### src/hdl/bpl_pkg.sv
// Shared constants, codes and types for the bounded positional list.
package bpl_pkg;

   localparam int DEPTH   = 16;
   localparam int CNT_W   = $clog2(DEPTH + 1);
   localparam int POS_W   = 5;
   localparam int CMP_W   = ((CNT_W > POS_W) ? CNT_W : POS_W) + 1;
   localparam int FUNC_W  = 3;
   localparam int DATA_W  = 32;
   localparam int STAT_W  = 2;
   localparam int COUNT_W = 5;

   // request operation codes
   localparam logic [FUNC_W-1:0] FUNC_APPEND    = 3'd0;
   localparam logic [FUNC_W-1:0] FUNC_PREPEND   = 3'd1;
   localparam logic [FUNC_W-1:0] FUNC_INSERT_AT = 3'd2;
   localparam logic [FUNC_W-1:0] FUNC_DEL_FIRST = 3'd3;
   localparam logic [FUNC_W-1:0] FUNC_DEL_LAST  = 3'd4;
   localparam logic [FUNC_W-1:0] FUNC_DEL_AT    = 3'd5;
   localparam logic [FUNC_W-1:0] FUNC_DUMP      = 3'd6;

   // response status codes
   localparam logic [STAT_W-1:0] STAT_OK   = 2'd0;
   localparam logic [STAT_W-1:0] STAT_FULL = 2'd1;
   localparam logic [STAT_W-1:0] STAT_ERR  = 2'd2;

   typedef enum logic [1:0] {
      CELL_HOLD,
      CELL_INS,
      CELL_DEL,
      CELL_ROT
   } cell_op_type;

   // command broadcast to every cell of the row
   typedef struct packed {
      cell_op_type             op;
      logic [CNT_W-1:0]        idx;
      logic signed [DATA_W-1:0] value;
      logic [CNT_W-1:0]        fill;
   } cell_cmd_type;

endpackage

### src/hdl/bpl_req_if.sv
// Request channel: operation, value and position with valid/ready.
interface bpl_req_if import bpl_pkg::*; ();
   logic                     valid;
   logic                     ready;
   logic [FUNC_W-1:0]        func;
   logic signed [DATA_W-1:0] value;
   logic [POS_W-1:0]         position;

   modport source (output valid, output func, output value, output position, input ready);
   modport sink   (input valid, input func, input value, input position, output ready);
endinterface

### src/hdl/bpl_rsp_if.sv
// Response channel: element, status, count and last marker with valid/ready.
interface bpl_rsp_if import bpl_pkg::*; ();
   logic                     valid;
   logic                     ready;
   logic signed [DATA_W-1:0] element;
   logic [STAT_W-1:0]        status;
   logic [COUNT_W-1:0]       element_count;
   logic                     last;

   modport source (output valid, output element, output status, output element_count,
                   output last, input ready);
   modport sink   (input valid, input element, input status, input element_count,
                   input last, output ready);
endinterface

### src/hdl/bpl_cell.sv
// One list slot: holds an element and takes a new value or a neighbor's on shift commands.
module bpl_cell import bpl_pkg::*; (
   input  logic                     clock,
   input  logic [CNT_W-1:0]         my_idx,
   input  cell_cmd_type             cmd,
   input  logic signed [DATA_W-1:0] left_val,
   input  logic signed [DATA_W-1:0] right_val,
   input  logic signed [DATA_W-1:0] head_val,
   output logic signed [DATA_W-1:0] val
);

   logic signed [DATA_W-1:0] val_ff;
   logic signed [DATA_W-1:0] val_in;
   logic [CNT_W-1:0]         my_next;

   assign my_next = my_idx + CNT_W'(1);

   always_comb begin
      val_in = val_ff;
      case (cmd.op)
         CELL_INS: begin
            if (my_idx == cmd.idx) begin
               val_in = cmd.value;
            end else if (my_idx > cmd.idx && my_idx <= cmd.fill) begin
               val_in = left_val;
            end
         end
         CELL_DEL: begin
            if (my_idx >= cmd.idx && my_next < cmd.fill) begin
               val_in = right_val;
            end
         end
         CELL_ROT: begin
            // rotate live part left by one; tail takes the old head
            if (my_next < cmd.fill) begin
               val_in = right_val;
            end else if (my_next == cmd.fill) begin
               val_in = head_val;
            end
         end
         default: val_in = val_ff;
      endcase
   end

   always_ff @(posedge clock) begin
      val_ff <= val_in;
   end

   assign val = val_ff;

endmodule

### src/hdl/bpl_chain.sv
// Row of DEPTH cells linked to both neighbors; exposes the head element.
module bpl_chain import bpl_pkg::*; (
   input  logic                     clock,
   input  cell_cmd_type             cmd,
   output logic signed [DATA_W-1:0] head
);

   logic signed [DATA_W-1:0] cell_val [DEPTH];

   for (genvar i = 0; i < DEPTH; i++) begin : g_cell
      logic signed [DATA_W-1:0] left_v;
      logic signed [DATA_W-1:0] right_v;

      if (i == 0) begin : g_first
         assign left_v = '0;
      end else begin : g_mid_l
         assign left_v = cell_val[i-1];
      end

      if (i == DEPTH - 1) begin : g_end
         assign right_v = '0;
      end else begin : g_mid_r
         assign right_v = cell_val[i+1];
      end

      bpl_cell u_cell (
         .clock     (clock),
         .my_idx    (CNT_W'(i)),
         .cmd       (cmd),
         .left_val  (left_v),
         .right_val (right_v),
         .head_val  (cell_val[0]),
         .val       (cell_val[i])
      );
   end

   assign head = cell_val[0];

endmodule

### src/hdl/bounded_positional_list_top.sv
// Top level of the bounded positional list: control, fill count and response register.
//
//  channel   | dir | handshake    | payload
//  ----------+-----+--------------+--------------------------------------------
//  req_chan  | in  | valid/ready  | func[2:0], value[31:0] signed, position[4:0]
//  rsp_chan  | out | valid/ready  | element[31:0] signed, status[1:0],
//            |     |              | element_count[4:0], last
//
//  An edit request is done on acceptance: every cell shifts in parallel off its
//  position compare, and the single response is registered in the same cycle.
//  A dump takes one request, then answers once per live element (an empty list
//  answers once); the row rotates left by one per response so cell 0 always
//  holds the next element. Synchronous active-high reset clears the fill count
//  and control, not the cell contents. A stalled response holds the dump in place.
module bounded_positional_list_top import bpl_pkg::*; (
   input logic          clock,
   input logic          reset,
   bpl_req_if.sink      req_chan,
   bpl_rsp_if.source    rsp_chan
);

   typedef enum logic [1:0] {
      ST_IDLE = 2'b01,
      ST_DUMP = 2'b10
   } state_type;

   state_type                state_ff, state_in;
   logic [CNT_W-1:0]         fill_ff, fill_in;
   logic [CNT_W-1:0]         dump_cnt_ff, dump_cnt_in;

   logic                     rsp_valid_ff, rsp_valid_in;
   logic signed [DATA_W-1:0] rsp_element_ff, rsp_element_in;
   logic [STAT_W-1:0]        rsp_status_ff, rsp_status_in;
   logic [COUNT_W-1:0]       rsp_count_ff, rsp_count_in;
   logic                     rsp_last_ff, rsp_last_in;

   cell_cmd_type             cmd;
   logic signed [DATA_W-1:0] head;

   logic                     out_free;
   logic                     req_ready;
   logic                     req_fire;
   logic                     dump_last;

   // edit decode
   logic [STAT_W-1:0]        ed_status;
   cell_op_type              ed_op;
   logic [CNT_W-1:0]         ed_idx;
   logic [CNT_W-1:0]         ed_fill;
   logic [CMP_W-1:0]         pos_x;
   logic [CMP_W-1:0]         fill_x;
   logic [CNT_W-1:0]         pos_idx;
   logic                     is_full;
   logic                     is_empty;

   assign out_free  = !rsp_valid_ff || rsp_chan.ready;
   assign req_ready = (state_ff == ST_IDLE) && out_free;
   assign req_fire  = req_chan.valid && req_ready;
   assign dump_last = (dump_cnt_ff == fill_ff - CNT_W'(1));

   assign pos_x    = CMP_W'(req_chan.position);
   assign fill_x   = CMP_W'(fill_ff);
   assign pos_idx  = CNT_W'(pos_x - CMP_W'(1));
   assign is_full  = (fill_ff >= CNT_W'(DEPTH));
   assign is_empty = (fill_ff == '0);

   // status, cell command and new fill for the request at the port
   always_comb begin
      ed_status = STAT_OK;
      ed_op     = CELL_HOLD;
      ed_idx    = '0;
      ed_fill   = fill_ff;
      case (req_chan.func)
         FUNC_APPEND, FUNC_PREPEND, FUNC_INSERT_AT: begin
            if (is_full) begin
               ed_status = STAT_FULL;
            end else if (req_chan.func == FUNC_INSERT_AT &&
                         (pos_x == '0 || pos_x > fill_x + CMP_W'(1))) begin
               ed_status = STAT_ERR;
            end else begin
               ed_op   = CELL_INS;
               ed_fill = fill_ff + CNT_W'(1);
               if (req_chan.func == FUNC_APPEND) begin
                  ed_idx = fill_ff;
               end else if (req_chan.func == FUNC_INSERT_AT) begin
                  ed_idx = pos_idx;
               end
            end
         end
         FUNC_DEL_FIRST, FUNC_DEL_LAST, FUNC_DEL_AT: begin
            if (is_empty) begin
               ed_status = STAT_ERR;
            end else if (req_chan.func == FUNC_DEL_AT &&
                         (pos_x == '0 || pos_x > fill_x)) begin
               ed_status = STAT_ERR;
            end else begin
               ed_op   = CELL_DEL;
               ed_fill = fill_ff - CNT_W'(1);
               if (req_chan.func == FUNC_DEL_LAST) begin
                  ed_idx = fill_ff - CNT_W'(1);
               end else if (req_chan.func == FUNC_DEL_AT) begin
                  ed_idx = pos_idx;
               end
            end
         end
         FUNC_DUMP: ed_status = STAT_OK;  // empty-list dump only; list untouched
         default:   ed_status = STAT_ERR;
      endcase
   end

   always_comb begin
      state_in       = state_ff;
      fill_in        = fill_ff;
      dump_cnt_in    = dump_cnt_ff;
      rsp_valid_in   = rsp_valid_ff && !rsp_chan.ready;
      rsp_element_in = rsp_element_ff;
      rsp_status_in  = rsp_status_ff;
      rsp_count_in   = rsp_count_ff;
      rsp_last_in    = rsp_last_ff;
      cmd.op         = CELL_HOLD;
      cmd.idx        = ed_idx;
      cmd.value      = req_chan.value;
      cmd.fill       = fill_ff;
      case (state_ff)
         ST_IDLE: begin
            if (req_fire) begin
               if (req_chan.func == FUNC_DUMP && !is_empty) begin
                  state_in    = ST_DUMP;
                  dump_cnt_in = '0;
               end else begin
                  cmd.op         = ed_op;
                  fill_in        = ed_fill;
                  rsp_valid_in   = 1'b1;
                  rsp_element_in = '0;
                  rsp_status_in  = ed_status;
                  rsp_count_in   = COUNT_W'(ed_fill);
                  rsp_last_in    = 1'b1;
               end
            end
         end
         ST_DUMP: begin
            if (out_free) begin
               cmd.op         = CELL_ROT;
               dump_cnt_in    = dump_cnt_ff + CNT_W'(1);
               rsp_valid_in   = 1'b1;
               rsp_element_in = head;
               rsp_status_in  = STAT_OK;
               rsp_count_in   = COUNT_W'(fill_ff);
               rsp_last_in    = dump_last;
               if (dump_last) begin
                  state_in = ST_IDLE;
               end
            end
         end
         default: state_in = ST_IDLE;
      endcase
   end

   always_ff @(posedge clock) begin
      if (reset) begin
         state_ff     <= ST_IDLE;
         fill_ff      <= '0;
         dump_cnt_ff  <= '0;
         rsp_valid_ff <= 1'b0;
      end else begin
         state_ff     <= state_in;
         fill_ff      <= fill_in;
         dump_cnt_ff  <= dump_cnt_in;
         rsp_valid_ff <= rsp_valid_in;
      end
   end

   // response payload, no reset needed
   always_ff @(posedge clock) begin
      rsp_element_ff <= rsp_element_in;
      rsp_status_ff  <= rsp_status_in;
      rsp_count_ff   <= rsp_count_in;
      rsp_last_ff    <= rsp_last_in;
   end

   bpl_chain u_chain (
      .clock (clock),
      .cmd   (cmd),
      .head  (head)
   );

   assign req_chan.ready         = req_ready;
   assign rsp_chan.valid         = rsp_valid_ff;
   assign rsp_chan.element       = rsp_element_ff;
   assign rsp_chan.status        = rsp_status_ff;
   assign rsp_chan.element_count = rsp_count_ff;
   assign rsp_chan.last          = rsp_last_ff;

   // fill never runs past the row
   a_fill_bound: assert property (@(posedge clock) disable iff (reset)
      fill_ff <= CNT_W'(DEPTH))
      else $error("fill count beyond depth");

   // a dump never edits the list
   a_dump_keeps_fill: assert property (@(posedge clock) disable iff (reset)
      state_ff == ST_DUMP |=> fill_ff == $past(fill_ff))
      else $error("fill changed during dump");

   // dump walk stays within the live elements
   a_dump_cnt_range: assert property (@(posedge clock) disable iff (reset)
      state_ff == ST_DUMP |-> dump_cnt_ff < fill_ff)
      else $error("dump index past tail");

   // only a dump in flight leaves a response without the last marker
   a_nonlast_in_dump: assert property (@(posedge clock) disable iff (reset)
      (rsp_valid_ff && !rsp_last_ff) |-> state_ff == ST_DUMP)
      else $error("non-final response outside dump");

endmodule

### src/flat_wrapper.sv
// flat-port wrapper written by rule: the top's interface ports become plain ports
module bounded_positional_list_top_flat import bpl_pkg::*;
  (clock, reset, req_chan_valid, req_chan_func, req_chan_value, req_chan_position, req_chan_ready, rsp_chan_valid, rsp_chan_element, rsp_chan_status, rsp_chan_element_count, rsp_chan_last, rsp_chan_ready);
  bpl_req_if req_chan_i ();
  bpl_rsp_if rsp_chan_i ();
  input logic clock;
  input logic reset;
  input wire logic [$bits(req_chan_i.valid)-1:0] req_chan_valid;
  input wire logic [$bits(req_chan_i.func)-1:0] req_chan_func;
  input wire logic [$bits(req_chan_i.value)-1:0] req_chan_value;
  input wire logic [$bits(req_chan_i.position)-1:0] req_chan_position;
  output wire logic [$bits(req_chan_i.ready)-1:0] req_chan_ready;
  output wire logic [$bits(rsp_chan_i.valid)-1:0] rsp_chan_valid;
  output wire logic [$bits(rsp_chan_i.element)-1:0] rsp_chan_element;
  output wire logic [$bits(rsp_chan_i.status)-1:0] rsp_chan_status;
  output wire logic [$bits(rsp_chan_i.element_count)-1:0] rsp_chan_element_count;
  output wire logic [$bits(rsp_chan_i.last)-1:0] rsp_chan_last;
  input wire logic [$bits(rsp_chan_i.ready)-1:0] rsp_chan_ready;
  assign req_chan_i.valid = req_chan_valid;
  assign req_chan_i.func = req_chan_func;
  assign req_chan_i.value = req_chan_value;
  assign req_chan_i.position = req_chan_position;
  assign req_chan_ready = req_chan_i.ready;
  assign rsp_chan_valid = rsp_chan_i.valid;
  assign rsp_chan_element = rsp_chan_i.element;
  assign rsp_chan_status = rsp_chan_i.status;
  assign rsp_chan_element_count = rsp_chan_i.element_count;
  assign rsp_chan_last = rsp_chan_i.last;
  assign rsp_chan_i.ready = rsp_chan_ready;
  bounded_positional_list_top u_core (.clock(clock), .reset(reset), .req_chan(req_chan_i), .rsp_chan(rsp_chan_i));
endmodule
### config.mk
export PLATFORM = sky130hd
export DESIGN_NAME = bounded_positional_list_top_flat
export DESIGN_NICKNAME = d
export VERILOG_FILES = /design/src/hdl/bpl_pkg.sv /design/src/hdl/bpl_req_if.sv /design/src/hdl/bpl_rsp_if.sv /design/src/hdl/bpl_cell.sv /design/src/hdl/bpl_chain.sv /design/src/hdl/bounded_positional_list_top.sv /design/src/flat_wrapper.sv
export SDC_FILE = /design/constraint.sdc
export NUM_CORES = 2
export LEC_CHECK = 0
export BUFFER_PORTS_ARGS = -buffer_cell sky130_fd_sc_hd__buf_2
export CAP_MARGIN = 0
export CORE_MARGIN = 2
export CORE_UTILIZATION = 25
export CTS_BUF_LIST = sky130_fd_sc_hd__clkbuf_8 sky130_fd_sc_hd__clkbuf_16
export DETAILED_ROUTE_END_ITERATION = 8
export PLACE_DENSITY = 0.48
export REMOVE_ABC_BUFFERS = 1
export SETUP_SLACK_MARGIN = 0.15
export SYNTH_ARGS = -nofsm -noshare
export SYNTH_HDL_FRONTEND = slang
export SYNTH_SLANG_ARGS = --single-unit
### constraint.sdc
create_clock -name clock -period 11.81 [get_ports clock]
set_input_delay 2.362 -clock clock [delete_from_list [all_inputs] [get_ports clock]]
set_output_delay 2.362 -clock clock [all_outputs]
set_load 0.02 [all_outputs]
==> flow_metrics.tcl <==
set metrics [dict create \
    status "finished clean" \
    vias 25400 \
    stdcell_count 4713 \
    final_common_cell "mux2i_1" \
    max-slew-margin-rel 0.260 \
    ctsResizeCount 0 \
    layout.nets 2936 \
    hpwl_um 68200 \
    coreArea_um2 136000 \
    yosysSeqAreaShare 0.491 \
    avgSynthCellArea_um2 11.5 \
    worstPathRequired_ns 12.27 \
    synthArstFlopShare 0 \
    maxCapViolCount 0 \
    start_util 0.252 \
    firstDrtPassIters 5 \
    chipWidth_um 374 \
    finalSetupTns_ns 0 \
    mappedNetlistArea_um2 34300 \
    dpl_cell_area_um2 36400 \
    drive_gt1_frac 0.119 \
    design_area_um2 38700 \
    min_period_over_period 0.562 \
    dp_cells 4580 \
    yosys_warnings 0 \
    grt_pass1_wl_um 179000 \
    cts_setup_buffers 0 \
    wl_per_cell_um 26.3 \
    synth_flop_cell "edfxtp_1" \
    clock_latency_ns 0.65 \
    cts-buffers-inserted 72 \
    gp_congestion 0.806 \
    p_leak_nw 16.3 \
    cts_tree "built" \
    synth_cell_types 80 \
    cts_buffer_depth 3 \
    grt_antenna_before_repair 4 \
    wl_um 124000 \
    drc_errors 0 \
    root_buffer "clkbuf_16" \
    drv_slew 0 \
    num_io_pins 86 \
    drtAntennaViolNets 0 \
    final.min_clock_period_ns 6.64 \
    crit_path_end_kind "flip-flop" \
    synth_edf_count 552 \
    clkSinkCount 565 \
    worstPathArrival_ns 7.10 \
    finalPower_mw 8.80 \
    fp-row-count 135 \
    hold_class "reg -> reg" \
    dieArea_um2 140000 \
    syn_inst 2974 \
    htree_levels 3 \
    power.ir.vdd_worst_uv 143 \
    skew_ns 0.0382 \
    grt_max_degree 202 \
    setup_viol 0 \
    hold_violations 0 \
    fillCellCount 14100 \
    criticalPathCategory "in -> reg" \
    first_global_vias 24900 \
    p_per_area_nw_per_um2 228 \
    first_iter_violations 2569 \
    port_buffers 85 \
    track_usage 0.171 \
    chipHeight_um 374 \
    clkTransAtPathRegs_ns 0.06 \
    gr-total-overflow 0 \
    ys_ff_latch 565 \
    vias_per_cell 5.38 \
    cp-start-kind "input port" \
    ctsHoldBuffers 0 \
    final_cell_mix "mux2i_1 (801), edfxtp_1 (552), nand2_1 (248), nand3_1 (186), o221ai_1 (186)" \
    area_growth_pct 12.9 \
    tightest_slew_ns 1.11 \
    fmax_ghz 0.151 \
    rsz0062_at_grt "false" \
    cp_max_fo 159 \
]
==> metrics by stage <==
stage	util	hold WS (ns)	setup WS (ns)
CTS	0.285	0.541	5.30
floorplan	-	0.485	-23.25
finish	0.285	0.540	5.17
detailed placement	0.268	0.523	4.64
global placement	0.268	0.524	4.64
global route	0.285	0.580	4.90
==> critical path, stage by stage <==
cell	delay [ns]
buf_2	0.12
inv_1	0.12
ha_1	0.23
or4b_2	0.74
nand2_1	0.13
o221a_2	0.21
nand2_1	0.14
a31oi_4	0.27
buf_12	0.53
buf_4	0.65
buf_4	0.88
nand2_1	0.24
o221ai_1	0.24
==> sequential cells by signal, summed over array words and instances, names as in the netlist <==
name,cells
u_core.dump_cnt_ff,5
u_core.fill_ff,5
u_core.rsp_chan.element,32
u_core.rsp_chan.element_count,5
u_core.rsp_chan.last,1
u_core.rsp_chan.status,2
u_core.rsp_chan.valid,1
u_core.state_ff,2
u_core.u_chain.g_cell.u_cell.val,512
==> power breakdown <==
part           internal (mW)  switching (mW)  leakage (nW)
sequential              3.00           0.359          5.18
combinational           1.12            2.17          9.95
clock                   1.20           0.943          1.16
total                   5.33            3.48          16.3
==> worst paths after layout <==
kind | slack, ns | depth (start not counted) | end | start
setup / recovery | 5.17 | 13 | u_core.u_chain.g_cell[10].u_cell.val[4] | req_chan_position[0]
hold / removal | 0.54 | 2 | u_core.dump_cnt_ff[1] | u_core.dump_cnt_ff[1]
setup reg to reg | 5.54 | 11 | u_core.u_chain.g_cell[9].u_cell.val[11] | u_core.fill_ff[2]
hold reg to reg | 0.54 | 2 | u_core.dump_cnt_ff[1] | u_core.dump_cnt_ff[1]
==> layout make-up <==
class	count	area [um2]	share of cell area
flip-flops and latches	565	16800	0.435
multi-input cells	2069	16400	0.423
well taps	1781	2230	0.0576
clock buffers	74	1840	0.0476
repair buffers	149	943	0.0244
clock inverters	58	388	0.0100
inverters	16	60.1	0.00155
diodes	1	2.50	0.0000647
==> metal layers <==
| metal | track usage | vias to the layer above | part of all wire |
|---|---|---|---|
| met4 | 0.0460 | 2 | 0.022 |
| li1 | - | 11400 | - |
| met2 | 0.270 | 909 | 0.46 |
| met1 | 0.239 | 12900 | 0.46 |
| met3 | 0.0298 | 143 | 0.064 |
| met5 | 0 | - | 0.000089 |
==> logic make-up after synthesis <==
group           Yosys count  synth area share
flops                   565             0.491
fa+ha+maj                19           0.00694
mux                     801             0.234
compound gates          534             0.120
simple gates            695             0.101
buf+inv                 340            0.0413
xor+xnor                 20           0.00511
==> Yosys cell counts (all sizes together), types with 13 or more instances <==
| cell type | instances | area (um2) |
|---|---|---|
| a22o | 33 | 289 |
| o221a | 34 | 383 |
| nand3 | 189 | 946 |
| a211oi | 43 | 340 |
| nand3b | 34 | 255 |
| mux2i | 801 | 8020 |
| xnor2 | 13 | 114 |
| a21oi | 93 | 465 |
| edfxtp | 552 | 16600 |
| dfxtp | 13 | 260 |
| clkbuf | 206 | 773 |
| buf | 118 | 583 |
| nor3 | 16 | 85.1 |
| nand2b | 35 | 219 |
| o221ai | 187 | 1660 |
| o21ai | 66 | 342 |
| and3 | 40 | 250 |
| nand2 | 256 | 961 |
| inv | 14 | 52.6 |
| nor2 | 47 | 176 |
| ha | 19 | 238 |
| and2 | 35 | 219 |
| o211ai | 15 | 118 |
Note: power is estimated with default switching activity, not from simulation.
